`config.mk`:
```
export PLATFORM = sky130hd
export DESIGN_NAME = block_ring_fifo
export DESIGN_NICKNAME = d
export VERILOG_FILES = /design/src/brf_pkg.sv /design/src/brf_ram.sv /design/src/brf_datapath.sv /design/src/brf_ctrl.sv /design/src/block_ring_fifo.sv
export VERILOG_INCLUDE_DIRS = /design/src /design/src/src
export SDC_FILE = /design/constraint.sdc
export NUM_CORES = 2
export LEC_CHECK = 0
export ABC_AREA = 1
export BUFFER_PORTS_ARGS = -buffer_cell sky130_fd_sc_hd__buf_2
export CORE_UTILIZATION = 45
export DETAILED_ROUTE_END_ITERATION = 7
export HOLD_SLACK_MARGIN = 0.15
export MAX_ROUTING_LAYER = met4
export PLACE_DENSITY = 0.67
export SLEW_MARGIN = 0
export SYNTH_ARGS = -nofsm -noshare
export SYNTH_HDL_FRONTEND = slang
export SYNTH_SLANG_ARGS = --single-unit
```
`constraint.sdc`:
```
create_clock -name clk -period 24 [get_ports clk]
set_input_delay 2.4 -clock clk [delete_from_list [all_inputs] [get_ports clk]]
set_output_delay 2.4 -clock clk [all_outputs]
set_load 0.02 [all_outputs]
```
`src/assert_macros.svh`:
```
// Assertion helpers shared by the RTL; bodies vanish when SYNTH is set.
`ifndef ASSERT_MACROS_SVH
`define ASSERT_MACROS_SVH

`ifndef SYNTH
// prop must hold at every edge outside reset
`define ASSERT_PROP(lbl, clk, rstn, prop) \
  lbl: assert property (@(posedge clk) disable iff (!rstn) prop) \
    else $error("assertion failed");
// expr must never be true outside reset
`define ASSERT_NEVER(lbl, clk, rstn, expr) \
  lbl: assert property (@(posedge clk) disable iff (!rstn) !(expr)) \
    else $error("forbidden condition seen");
`else
`define ASSERT_PROP(lbl, clk, rstn, prop)
`define ASSERT_NEVER(lbl, clk, rstn, expr)
`endif

`endif

```
`src/brf_pkg.sv`:
```
package brf_pkg;

  localparam int STORE_BYTES_DEF = 256;
  localparam int BLOCK_MAX_DEF   = 8;

  localparam int DATA_W = 64;
  localparam int LEN_W  = 4;
  localparam int CFG_W  = 4;
  localparam int STS_W  = 2;

  localparam logic [STS_W-1:0] STS_OK    = 2'd0;
  localparam logic [STS_W-1:0] STS_EMPTY = 2'd1;
  localparam logic [STS_W-1:0] STS_FULL  = 2'd2;

  localparam logic OP_PUSH = 1'b0;
  localparam logic OP_POP  = 1'b1;

  // controller -> datapath
  typedef struct packed {
    logic load;      // latch the request and check it
    logic wr_step;   // write one byte at the tail
    logic rd_step;   // issue one byte read at the head
    logic out_load;  // move the finished result into the output register
  } brf_cmd_t;

  // datapath -> controller
  typedef struct packed {
    logic op_pop;    // latched request is a pop
    logic reject;    // latched request failed its empty or full check
    logic last;      // current byte is the last one of the block
    logic out_free;  // output register can take a result this cycle
  } brf_sts_t;

endpackage

```
`src/brf_ram.sv`:
```
module brf_ram #(
  parameter int WIDTH = 8,
  parameter int DEPTH = 256
) (
  input  logic                     clk,
  input  logic                     we,
  input  logic [$clog2(DEPTH)-1:0] waddr,
  input  logic [WIDTH-1:0]         wdata,
  input  logic [$clog2(DEPTH)-1:0] raddr,
  output logic [WIDTH-1:0]         rdata
);

  logic [WIDTH-1:0] mem [DEPTH];
  logic [WIDTH-1:0] rdata_r;

  always_ff @(posedge clk) begin
    if (we) begin
      mem[waddr] <= wdata;
    end
    rdata_r <= mem[raddr];
  end

  assign rdata = rdata_r;

endmodule

```
`src/brf_datapath.sv`:
```
`include "assert_macros.svh"

module brf_datapath #(
  parameter int STORE_BYTES = 256,
  parameter int BLOCK_MAX   = 8
) (
  input  logic                            clk,
  input  logic                            rst_n,
  input  logic                            cfg_wr_en,
  input  logic [brf_pkg::CFG_W-1:0]       cfg_wr_data,
  input  logic                            in_operation,
  input  logic [brf_pkg::DATA_W-1:0]      in_push_data,
  input  logic [brf_pkg::LEN_W-1:0]       in_push_length,
  input  brf_pkg::brf_cmd_t               cmd,
  output brf_pkg::brf_sts_t               sts,
  input  logic                            out_stall,
  output logic                            out_valid,
  output logic [brf_pkg::STS_W-1:0]       out_status,
  output logic [brf_pkg::DATA_W-1:0]      out_pop_data
);

  import brf_pkg::*;

  localparam int AW = $clog2(STORE_BYTES);
  localparam int HW = $clog2(STORE_BYTES + 1);
  localparam int CW = $clog2(BLOCK_MAX + 1);
  localparam int BW = (BLOCK_MAX > 1) ? $clog2(BLOCK_MAX) : 1;

  logic [CW-1:0]     blk_r;
  logic [AW-1:0]     head_r;
  logic [AW-1:0]     tail_r;
  logic [HW-1:0]     held_r;
  logic              op_r;
  logic [DATA_W-1:0] data_r;
  logic [LEN_W-1:0]  len_r;
  logic [AW-1:0]     addr_r;
  logic [BW-1:0]     idx_r;
  logic [BW-1:0]     lane_r;
  logic              rd_vld_r;
  logic [DATA_W-1:0] pop_r;
  logic [STS_W-1:0]  status_r;
  logic              out_valid_r;
  logic [STS_W-1:0]  out_status_r;
  logic [DATA_W-1:0] out_pop_r;

  logic [CW-1:0] cfg_blk;
  logic          full;
  logic [AW-1:0] sel_ptr;
  logic [AW:0]   ptr_end;
  logic [AW-1:0] start_ptr;
  logic [AW:0]   addr_inc;
  logic [AW-1:0] addr_nxt;
  logic [HW-1:0] held_pop;
  logic          last;
  logic [7:0]    wr_byte;
  logic [7:0]    rd_byte;

  // clamp the written block size into 1..BLOCK_MAX
  always_comb begin
    if (cfg_wr_data == '0) begin
      cfg_blk = CW'(1);
    end else if (cfg_wr_data > CFG_W'(BLOCK_MAX)) begin
      cfg_blk = CW'(BLOCK_MAX);
    end else begin
      cfg_blk = CW'(cfg_wr_data);
    end
  end

  assign full = ({1'b0, held_r} + (HW+1)'(blk_r)) > (HW+1)'(STORE_BYTES);

  // wrap the start pointer when the block would run past the end
  assign sel_ptr   = (in_operation == OP_POP) ? head_r : tail_r;
  assign ptr_end   = {1'b0, sel_ptr} + (AW+1)'(blk_r);
  assign start_ptr = (ptr_end > (AW+1)'(STORE_BYTES)) ? '0 : sel_ptr;

  assign addr_inc = {1'b0, addr_r} + (AW+1)'(1);
  assign addr_nxt = (addr_inc >= (AW+1)'(STORE_BYTES)) ? '0 : addr_inc[AW-1:0];

  assign held_pop = (held_r >= HW'(blk_r)) ? (held_r - HW'(blk_r)) : '0;
  assign last     = (CW'(idx_r) == (blk_r - CW'(1)));
  assign wr_byte  = (LEN_W'(idx_r) < len_r) ? data_r[7:0] : 8'd0;

  brf_ram #(
    .WIDTH (8),
    .DEPTH (STORE_BYTES)
  ) u_ram (
    .clk   (clk),
    .we    (cmd.wr_step),
    .waddr (addr_r),
    .wdata (wr_byte),
    .raddr (addr_r),
    .rdata (rd_byte)
  );

  always_ff @(posedge clk) begin
    if (!rst_n) begin
      blk_r       <= CW'(1);
      head_r      <= '0;
      tail_r      <= '0;
      held_r      <= '0;
      rd_vld_r    <= 1'b0;
      out_valid_r <= 1'b0;
    end else begin
      if (cmd.load) begin
        op_r   <= in_operation;
        data_r <= in_push_data;
        len_r  <= in_push_length;
        idx_r  <= '0;
        addr_r <= start_ptr;
        pop_r  <= '0;
        if (in_operation == OP_POP) begin
          status_r <= (held_r == '0) ? STS_EMPTY : STS_OK;
        end else begin
          status_r <= full ? STS_FULL : STS_OK;
        end
      end

      if (cmd.wr_step) begin
        data_r <= data_r >> 8;
        idx_r  <= idx_r + 1'b1;
        addr_r <= addr_nxt;
        if (last) begin
          tail_r <= addr_nxt;
          held_r <= held_r + HW'(blk_r);
        end
      end

      if (cmd.rd_step) begin
        idx_r  <= idx_r + 1'b1;
        addr_r <= addr_nxt;
        if (last) begin
          head_r <= addr_nxt;
          held_r <= held_pop;
        end
      end

      // read data lands in the cycle after the address
      rd_vld_r <= cmd.rd_step;
      lane_r   <= idx_r;
      if (rd_vld_r) begin
        for (int k = 0; k < BLOCK_MAX; k++) begin
          if (lane_r == BW'(k)) begin
            pop_r[8*k +: 8] <= rd_byte;
          end
        end
      end

      if (cmd.out_load) begin
        out_valid_r  <= 1'b1;
        out_status_r <= status_r;
        out_pop_r    <= pop_r;
      end else if (!out_stall) begin
        out_valid_r <= 1'b0;
      end

      // a size write empties the queue
      if (cfg_wr_en) begin
        blk_r  <= cfg_blk;
        head_r <= '0;
        tail_r <= '0;
        held_r <= '0;
      end
    end
  end

  assign sts.op_pop   = (op_r == OP_POP);
  assign sts.reject   = (status_r != STS_OK);
  assign sts.last     = last;
  assign sts.out_free = !out_valid_r || !out_stall;

  assign out_valid    = out_valid_r;
  assign out_status   = out_status_r;
  assign out_pop_data = out_pop_r;

  `ASSERT_PROP(a_held_bound, clk, rst_n, held_r <= HW'(STORE_BYTES))
  `ASSERT_PROP(a_blk_range, clk, rst_n, (blk_r != '0) && (blk_r <= CW'(BLOCK_MAX)))
  `ASSERT_PROP(a_out_load, clk, rst_n, cmd.out_load |=> out_valid_r)

endmodule

```
`src/brf_ctrl.sv`:
```
`include "assert_macros.svh"

module brf_ctrl (
  input  logic              clk,
  input  logic              rst_n,
  input  logic              in_valid,
  output logic              in_stall,
  input  brf_pkg::brf_sts_t sts,
  output brf_pkg::brf_cmd_t cmd
);

  import brf_pkg::*;

  typedef enum logic [2:0] {
    ST_IDLE,
    ST_DECIDE,
    ST_PUSH,
    ST_POP,
    ST_POP_WAIT,
    ST_DONE
  } state_t;

  state_t state_r;
  state_t state_nxt;
  logic   in_stall_r;
  logic   in_stall_nxt;

  always_comb begin
    state_nxt = state_r;
    case (state_r)
      ST_IDLE: begin
        if (in_valid) begin
          state_nxt = ST_DECIDE;
        end
      end
      ST_DECIDE: begin
        if (sts.reject) begin
          state_nxt = ST_DONE;
        end else if (sts.op_pop) begin
          state_nxt = ST_POP;
        end else begin
          state_nxt = ST_PUSH;
        end
      end
      ST_PUSH: begin
        if (sts.last) begin
          state_nxt = ST_DONE;
        end
      end
      ST_POP: begin
        if (sts.last) begin
          state_nxt = ST_POP_WAIT;
        end
      end
      ST_POP_WAIT: begin
        state_nxt = ST_DONE;
      end
      ST_DONE: begin
        if (sts.out_free) begin
          state_nxt = ST_IDLE;
        end
      end
      default: begin
        state_nxt = ST_IDLE;
      end
    endcase
    in_stall_nxt = (state_nxt != ST_IDLE);
  end

  always_ff @(posedge clk) begin
    if (!rst_n) begin
      state_r    <= ST_IDLE;
      in_stall_r <= 1'b0;
    end else begin
      state_r    <= state_nxt;
      in_stall_r <= in_stall_nxt;
    end
  end

  assign cmd.load     = (state_r == ST_IDLE) && in_valid;
  assign cmd.wr_step  = (state_r == ST_PUSH);
  assign cmd.rd_step  = (state_r == ST_POP);
  assign cmd.out_load = (state_r == ST_DONE) && sts.out_free;
  assign in_stall     = in_stall_r;

  `ASSERT_NEVER(a_step_excl, clk, rst_n, cmd.wr_step && cmd.rd_step)
  `ASSERT_PROP(a_load_stalls, clk, rst_n, cmd.load |=> in_stall_r)
  `ASSERT_PROP(a_idle_open, clk, rst_n, (state_r == ST_IDLE) |-> !in_stall_r)

endmodule

```
`src/block_ring_fifo.sv`:
```
// Ring FIFO of fixed-size blocks kept in a byte-wide single-port-write RAM.
// A request is taken in idle and checked; a push then writes and a pop reads the
// block byte by byte over the RAM, and a rejected (full or empty) request skips
// that loop. One request is handled at a time, with in_stall high until it is done;
// a waiting result holds in the output register while the next is taken.
// Reset (rst_n, synchronous, low): queue empty, block size 1; RAM not cleared.
module block_ring_fifo #(
  parameter int STORE_BYTES = brf_pkg::STORE_BYTES_DEF,
  parameter int BLOCK_MAX   = brf_pkg::BLOCK_MAX_DEF
) (
  input  logic                       clk,
  input  logic                       rst_n,
  // block size register; a write also empties the queue
  input  logic                       cfg_wr_en,
  input  logic [brf_pkg::CFG_W-1:0]  cfg_wr_data,
  // request channel
  input  logic                       in_valid,
  output logic                       in_stall,
  input  logic                       in_operation,
  input  logic [brf_pkg::DATA_W-1:0] in_push_data,
  input  logic [brf_pkg::LEN_W-1:0]  in_push_length,
  // result channel
  output logic                       out_valid,
  input  logic                       out_stall,
  output logic [brf_pkg::STS_W-1:0]  out_status,
  output logic [brf_pkg::DATA_W-1:0] out_pop_data
);

  import brf_pkg::*;

  brf_cmd_t cmd;
  brf_sts_t sts;

  // Sequencer: accept, check, step through the block bytes, hand off result.
  brf_ctrl u_ctrl (
    .clk      (clk),
    .rst_n    (rst_n),
    .in_valid (in_valid),
    .in_stall (in_stall),
    .sts      (sts),
    .cmd      (cmd)
  );

  // Pointers, occupancy count, byte RAM, pop assembly and output register.
  // The start pointer wraps to zero when a whole block would not fit before
  // the end of memory; the byte after the last one wraps the same way.
  brf_datapath #(
    .STORE_BYTES (STORE_BYTES),
    .BLOCK_MAX   (BLOCK_MAX)
  ) u_dp (
    .clk            (clk),
    .rst_n          (rst_n),
    .cfg_wr_en      (cfg_wr_en),
    .cfg_wr_data    (cfg_wr_data),
    .in_operation   (in_operation),
    .in_push_data   (in_push_data),
    .in_push_length (in_push_length),
    .cmd            (cmd),
    .sts            (sts),
    .out_stall      (out_stall),
    .out_valid      (out_valid),
    .out_status     (out_status),
    .out_pop_data   (out_pop_data)
  );

endmodule
```
Word-level counts from Yosys, hierarchy flattened

Memory sizes are Yosys's and may differ from the RTL's. A register that Yosys moved wholly into a read port is not among the register bits.
Index checks and enable logic that the tools add are counted.

Add/subtract/negate cells: 7
$mul: 0
Divide/modulo/power cells: 0
Magnitude comparators: 6
Eq/ne operators: 14
Shifts and indexed selects: 0
Mux-type cells: 43
Bitwise operators: 1
Reduce and logical (&&, ||, !) cells: 20

Operator list:

| operator              | count |
|---|---|
| $mux W64              | 3 |
| $mux W8               | 15 |
| $mux W56              | 1 |
| $mux W9               | 5 |
| $mux W3               | 8 |
| $eq A3 B3 Y1 const B  | 6 |
| $pmux W3 S6           | 1 |
| $eq A3 B2 Y1 const B  | 4 |
| $reduce_and A2 Y1     | 6 |
| $add A9 B4 Y10        | 1 |
| $gt A10 B9 Y1 const B | 1 |
| $add A8 B1 Y9 const B | 1 |
| $add A8 B4 Y9         | 1 |
| $add A9 B4 Y9         | 1 |
| $ge A9 B4 Y1          | 1 |
| $ge A9 B9 Y1 const B  | 1 |
| $gt A9 B9 Y1 const B  | 1 |
| $logic_not A9 Y1      | 1 |
| $sub A9 B4 Y9         | 1 |
| $mux W4               | 2 |
| $eq A3 B1 Y1 const B  | 2 |
| $logic_not A3 Y1      | 2 |
| $mux W1               | 6 |
| $reduce_bool A3 Y1    | 2 |
| 14 further kinds      | 18 |

Register bits after elaboration: 250
Latch bits: 0
Bits in writable memories: 2048
Bits in read-only memories: 0
Output and inout port bits: 68
Logic and storage cells: 111
Memories: 1

Memories:

| memory         | depth | width | read ports | clocked after memory_dff | write ports | line          | RTL |
|---|---|---|---|---|---|---|---|
| u_dp.u_ram.mem | 256   | 8     | 1          | 1                        | 1           | brf_ram.sv:13 | `logic [WIDTH-1:0] mem [DEPTH];` |

Depth between registers and ports, before layout

Depth in word-level cells: 7
Gate-level depth with buffers: 17
Depth with buffers taken out: 14

Modules after synthesis

A second synthesis with hierarchy kept.

Cells, all modules: 8099
Area, all modules: 94524.4 um^2

By module, submodules not included:

| module       | instances | cells an instance | area an instance (um^2) |
|---|---|---|---|
| brf_ram      | 1         | 7003              | 83396.2 |
| brf_datapath | 1         | 1052              | 10865.4 |
| brf_ctrl     | 1         | 44                | 262.8 |

Least setup slack after synthesis

Ideal clock, no wire load.

Path type: register to register
From: register u_dp.idx_r[1]
To: memory u_dp.u_ram.mem[0][0] (data pin)
Library setup time: 1.390 ns
Data arrival time: 6.976 ns
Data required time: 22.610 ns
Slack: 15.634 ns
Cell stages (with the launch flop): 7
Buffers on the path: 0
Clock period less this slack: 8.366 ns
Cell sequence: edfxtp_1 -> ha_1 -> o21ai_0 -> nand2_1 -> a21oi_1 -> nor2_1 -> nor2_1

Cells in the longest elaborated chain, start to end: 2

Ends and longest elaborated chain:

| item                    | line                | RTL |
|---|---|---|
| start, declared         | brf_datapath.sv:37  | `logic [BW-1:0] idx_r;` |
| start signal, assigned  | brf_datapath.sv:120 | `idx_r <= idx_r + 1'b1;` |
| start signal, assigned  | brf_datapath.sv:129 | `idx_r <= idx_r + 1'b1;` |
| $lt A3 B4 Y1            | brf_datapath.sv:81  | `assign wr_byte = (LEN_W'(idx_r) < len_r) ? data_r[7:0] : 8'd0;` |
| $mux W8                 | brf_datapath.sv:81  |  |
| via u_dp.u_ram.wdata[0] | brf_ram.sv:8        | `input logic [WIDTH-1:0] wdata,` |
| end, declared           | brf_ram.sv:13       |  |

The timed path passes the listed nets, and every way through them passes these cells.

==> metrics.md <==
| Metric | Value |
|---|---|
| Fin Clk Skew | ~0.035 ns |
| DIE WIDTH | about 470 microns |
| Root buf cell | clkbuf_16 |
| Clock Latency Late Sink | 0.88 ns |
| Syn avg cell area | just over 10 sq um |
| Crit path cell chain | inv_8 > buf_4 > buf_4 > buf_4 > buf_4 > nand2_1 > nand3_1 > nand2_1 > nand2_1 > nand2_1 > o21ai_0 > nand2_1 > nor2_1 > nor2_1 > nor2_1 > nand2_1 |
| Largest net degree at the start of global routing | 242 |
| Num CTS Buffers | around 220 |
| Worst-Margin Slew | 1.40 ns |
| Peak fanout along the critical path | 164 |
| Storage element area | 0.0688 sq mm |
| Worst Hold Depth | 0 |
| Routed length per placed instance | 20.1 microns |
| CTS tree | built |
| Initial Util | 45.5% |
| Clk sinks | around 2.3k |
| Leakage | 43.6 nW |
| CTS H-tree lvls | 4 |
| Final setup margin | about 18 ns |
| R2R Path Start | u_dp.addr_r[0] |
| Cell Int Power | 6.72 mW |
| Total grt overflow | 0 |
| CTS max path bufs | 3 |
| Clock share of power | 38.8% |
| R2R Path End | u_dp.u_ram.rdata[3] |
| Commonest cells after routing, fill and taps aside | 3624 x nand2_1, 2263 x edfxtp_1, 940 x nor2_1, 856 x inv_1, 506 x o21ai_0 |
| Die area | about 0.22 sq mm |
| Initial antenna violation count | 7 |
| FILL cells | 18.8k |
| WHS Endpoint | u_dp.out_status[1] |
| Final wirelength | approximately 250000 microns |
| PortBufs | 145 |
| Post-synth EDFFs | 2263 |
| Io pins | roughly 150 |
| Sw Pwr | 2.25 mW |
| CP arrival | approximately 6.8 ns |
| Post-CTS Hold Fix Bufs | 0 |
| Final count of pins violating max slew | 0 |
| Worst slew margin | 6.37% |
| Reg2reg setup slack | between 15 and 20 ns |
| Total power | 8.98 mW |
| Drt drc | 0 |
| Vias in the first global route | a little over 60k |
| Synth Register Bits | 2306 |
| Setup CP Type | reg -> reg |
| Min Clock Period, post-route | 6.02 ns |
| Synth Instances | 9465 |
| Data required time of the critical path | 24.77 ns |
| Mapped Nets | 9566 |
| Final hold vios | 0 |
| Overall Global Routing Usage | between 20% and 30% |
| Core area | about 0.22 sq mm |
| Slowest Stage Delay on Critical Path | 1.00 ns |
| Power share of the combinational group | 10.0% |
| Fin crit share | between 20% and 30% |
| Max stage delay cell, worst path | buf_4 |
| Setup TNS | 0 ns |
| Dpl ws | around 18 ns |
| Hold Path Origin | u_dp.status_r[1] |
| Antenna viol nets, final | 0 |
| Total power per unit cell area | slightly above 80 mW/mm^2 |
| Max rail drop VDD | 0.0892 mV |
| Post-CTS Setup Bufs | 0 |
| FMAX | 166 MHz |
| Worst-path clk slew | roughly 0.060 ns |
| Detailed-router iteration count before antenna repair | 6 |
| Share of cells above drive strength 1 | ~6.3% |
| # Max-Cap Violations | 0 |
| Reg2Reg Depth | 16 |
| Setup violators final | 0 |
| Vias post-DR | 65.7k |
| Nets | 9541 |
| Hold Crit Class | reg -> reg |
| Row cnt | 170 |
| Iter 0 DRT Violations | slightly above 8k |
| Synth Flop Type | edfxtp_1 |
| Commonest non-fill, non-tap cell in the layout | nand2_1 |
| Multi-input gate area | 0.0239 sq mm |
| Post-synthesis cell area | ~0.098 sq mm |
| First-pass GRT wire length | between 300000 and 400000 microns |
| Critical path startpoint category | flop |
| Hpwl dp | between 100000 and 150000 microns |
| Area grow syn2layout | 10.7% |
| GP Congestion | 0.894 |
| Sequential share of the synthesized area | 70.3% |
| Status | completed |
| Crit end category | flop |
| Unrepaired setup endpoints after global routing | false |
| Yosys warnings | 0 |
| Via-per-instance ratio | 5.27 |
| Synth cell types | 31 |
| CP most frequent cell | nand2_1 |
| Post-synth ARST share | 0% |
| # resized after CTS | 0 |
| Flop pwr share | between 50% and 60% |
| Switching share of power | 25.1% |
| Die Span Y | about 470 microns |
layer usage:
layer	track usage [%]	wire length (microns)	vias up	part of all wire, %
met5	-	0	-	0
met4	7.89	8070	0	3.2
met3	4.16	22100	430	8.8
met2	35.6	116000	2855	46
met1	31.4	105000	31600	42
li1	-	-	30800	-
worst max path at each step:
stage / endpoint / start / cells past startpoint
finish: u_dp.u_ram.rdata[3] / u_dp.addr_r[0] / 16
CTS: u_dp.u_ram.rdata[3] / u_dp.addr_r[0] / 16
detailed placement: u_dp.u_ram.rdata[3] / u_dp.addr_r[0] / 16
global route: u_dp.u_ram.rdata[3] / u_dp.addr_r[0] / 16
global placement: u_dp.u_ram.rdata[3] / u_dp.addr_r[0] / 16
floorplan: u_dp.u_ram.mem[0][0] / u_dp.idx_r[1] / 6
Yosys cell counts (all sizes together) (7+ instances only):
cell type / count / area share, %
a21oi: 39 / 0.20
buf: 261 / 1.4
clkbuf: 222 / 0.85
dfxtp: 43 / 0.88
edfxtp: 2263 / 69
ha: 20 / 0.26
inv: 860 / 3.3
nand2: 3625 / 14
nand3: 458 / 2.3
nor2: 957 / 3.7
nor3: 7 / 0.036
o21ai: 665 / 3.4
xor2: 11 / 0.098
registers in the layout (all words and copies together), names as in the netlist, 4 cells and up:
name               count
u_dp.addr_r            8
u_dp.blk_r             4
u_dp.data_r           64
u_dp.head_r            8
u_dp.held_r            9
u_dp.len_r             4
u_dp.out_pop_data     64
u_dp.pop_r            64
u_dp.tail_r            8
u_dp.u_ram.mem      2048
u_dp.u_ram.rdata       8
power groups by stage:
| stage | registers (mW) | clock network (mW) | logic (mW) |
|---|---|---|---|
| after floorplan | 4.71 | 0 | 0.542 |
| after global placement | 4.68 | 0 | 0.873 |
| after detailed placement | 4.68 | 0 | 0.886 |
| after CTS | 4.59 | 3.52 | 0.890 |
| after global routing | 4.60 | 3.68 | 0.979 |
| final | 4.60 | 3.49 | 0.896 |
area by class of cell:
class / count / area share [%]
well taps: 2838 / 3.28
flip-flops and latches: 2306 / 63.5
repair buffers: 232 / 1.40
clock buffers: 271 / 5.45
inverters: 864 / 3.01
multi-input cells: 5812 / 22.1
clock inverters: 147 / 1.24
diodes: 4 / 0.00924
worst max-delay path, delay by kind of cell (launching register included):
family | cells | cell delay (ns)
DFF | 1 | 0.48
buffers and inverters | 5 | 3.83
and+or+nand+nor | 10 | 1.12
AOI/OAI and AO/OA | 1 | 0.32
logic make-up (layout without fill, tap and decap cells):
group	Yosys count	count (layout)	share of synthesized area (%)
AND/OR/NAND/NOR	5060	5060	20.0
buffers and inverters	1347	1514	5.52
multiplexers	1	1	0.0102
XOR/XNOR	15	15	0.134
flip-flops	2306	2306	70.3
other	0	4	0
adder cells (fa/ha/maj)	23	23	0.317
AO/OA/AOI/OAI	713	713	3.67
through the flow:
stage	cells	area (sq um)	utilization (%)	hold slack [ns]
3_3_place_gp	12100	101000	46.9	0.432
3_5_place_dp	12100	101000	46.9	0.434
4_1_cts	12500	108000	50.3	0.450
6_report	12500	108000	50.3	0.447
2_1_floorplan	9465	97900	-	0.417
5_1_grt	12500	108000	50.3	0.459
Power figures use the tool's default switching activity.
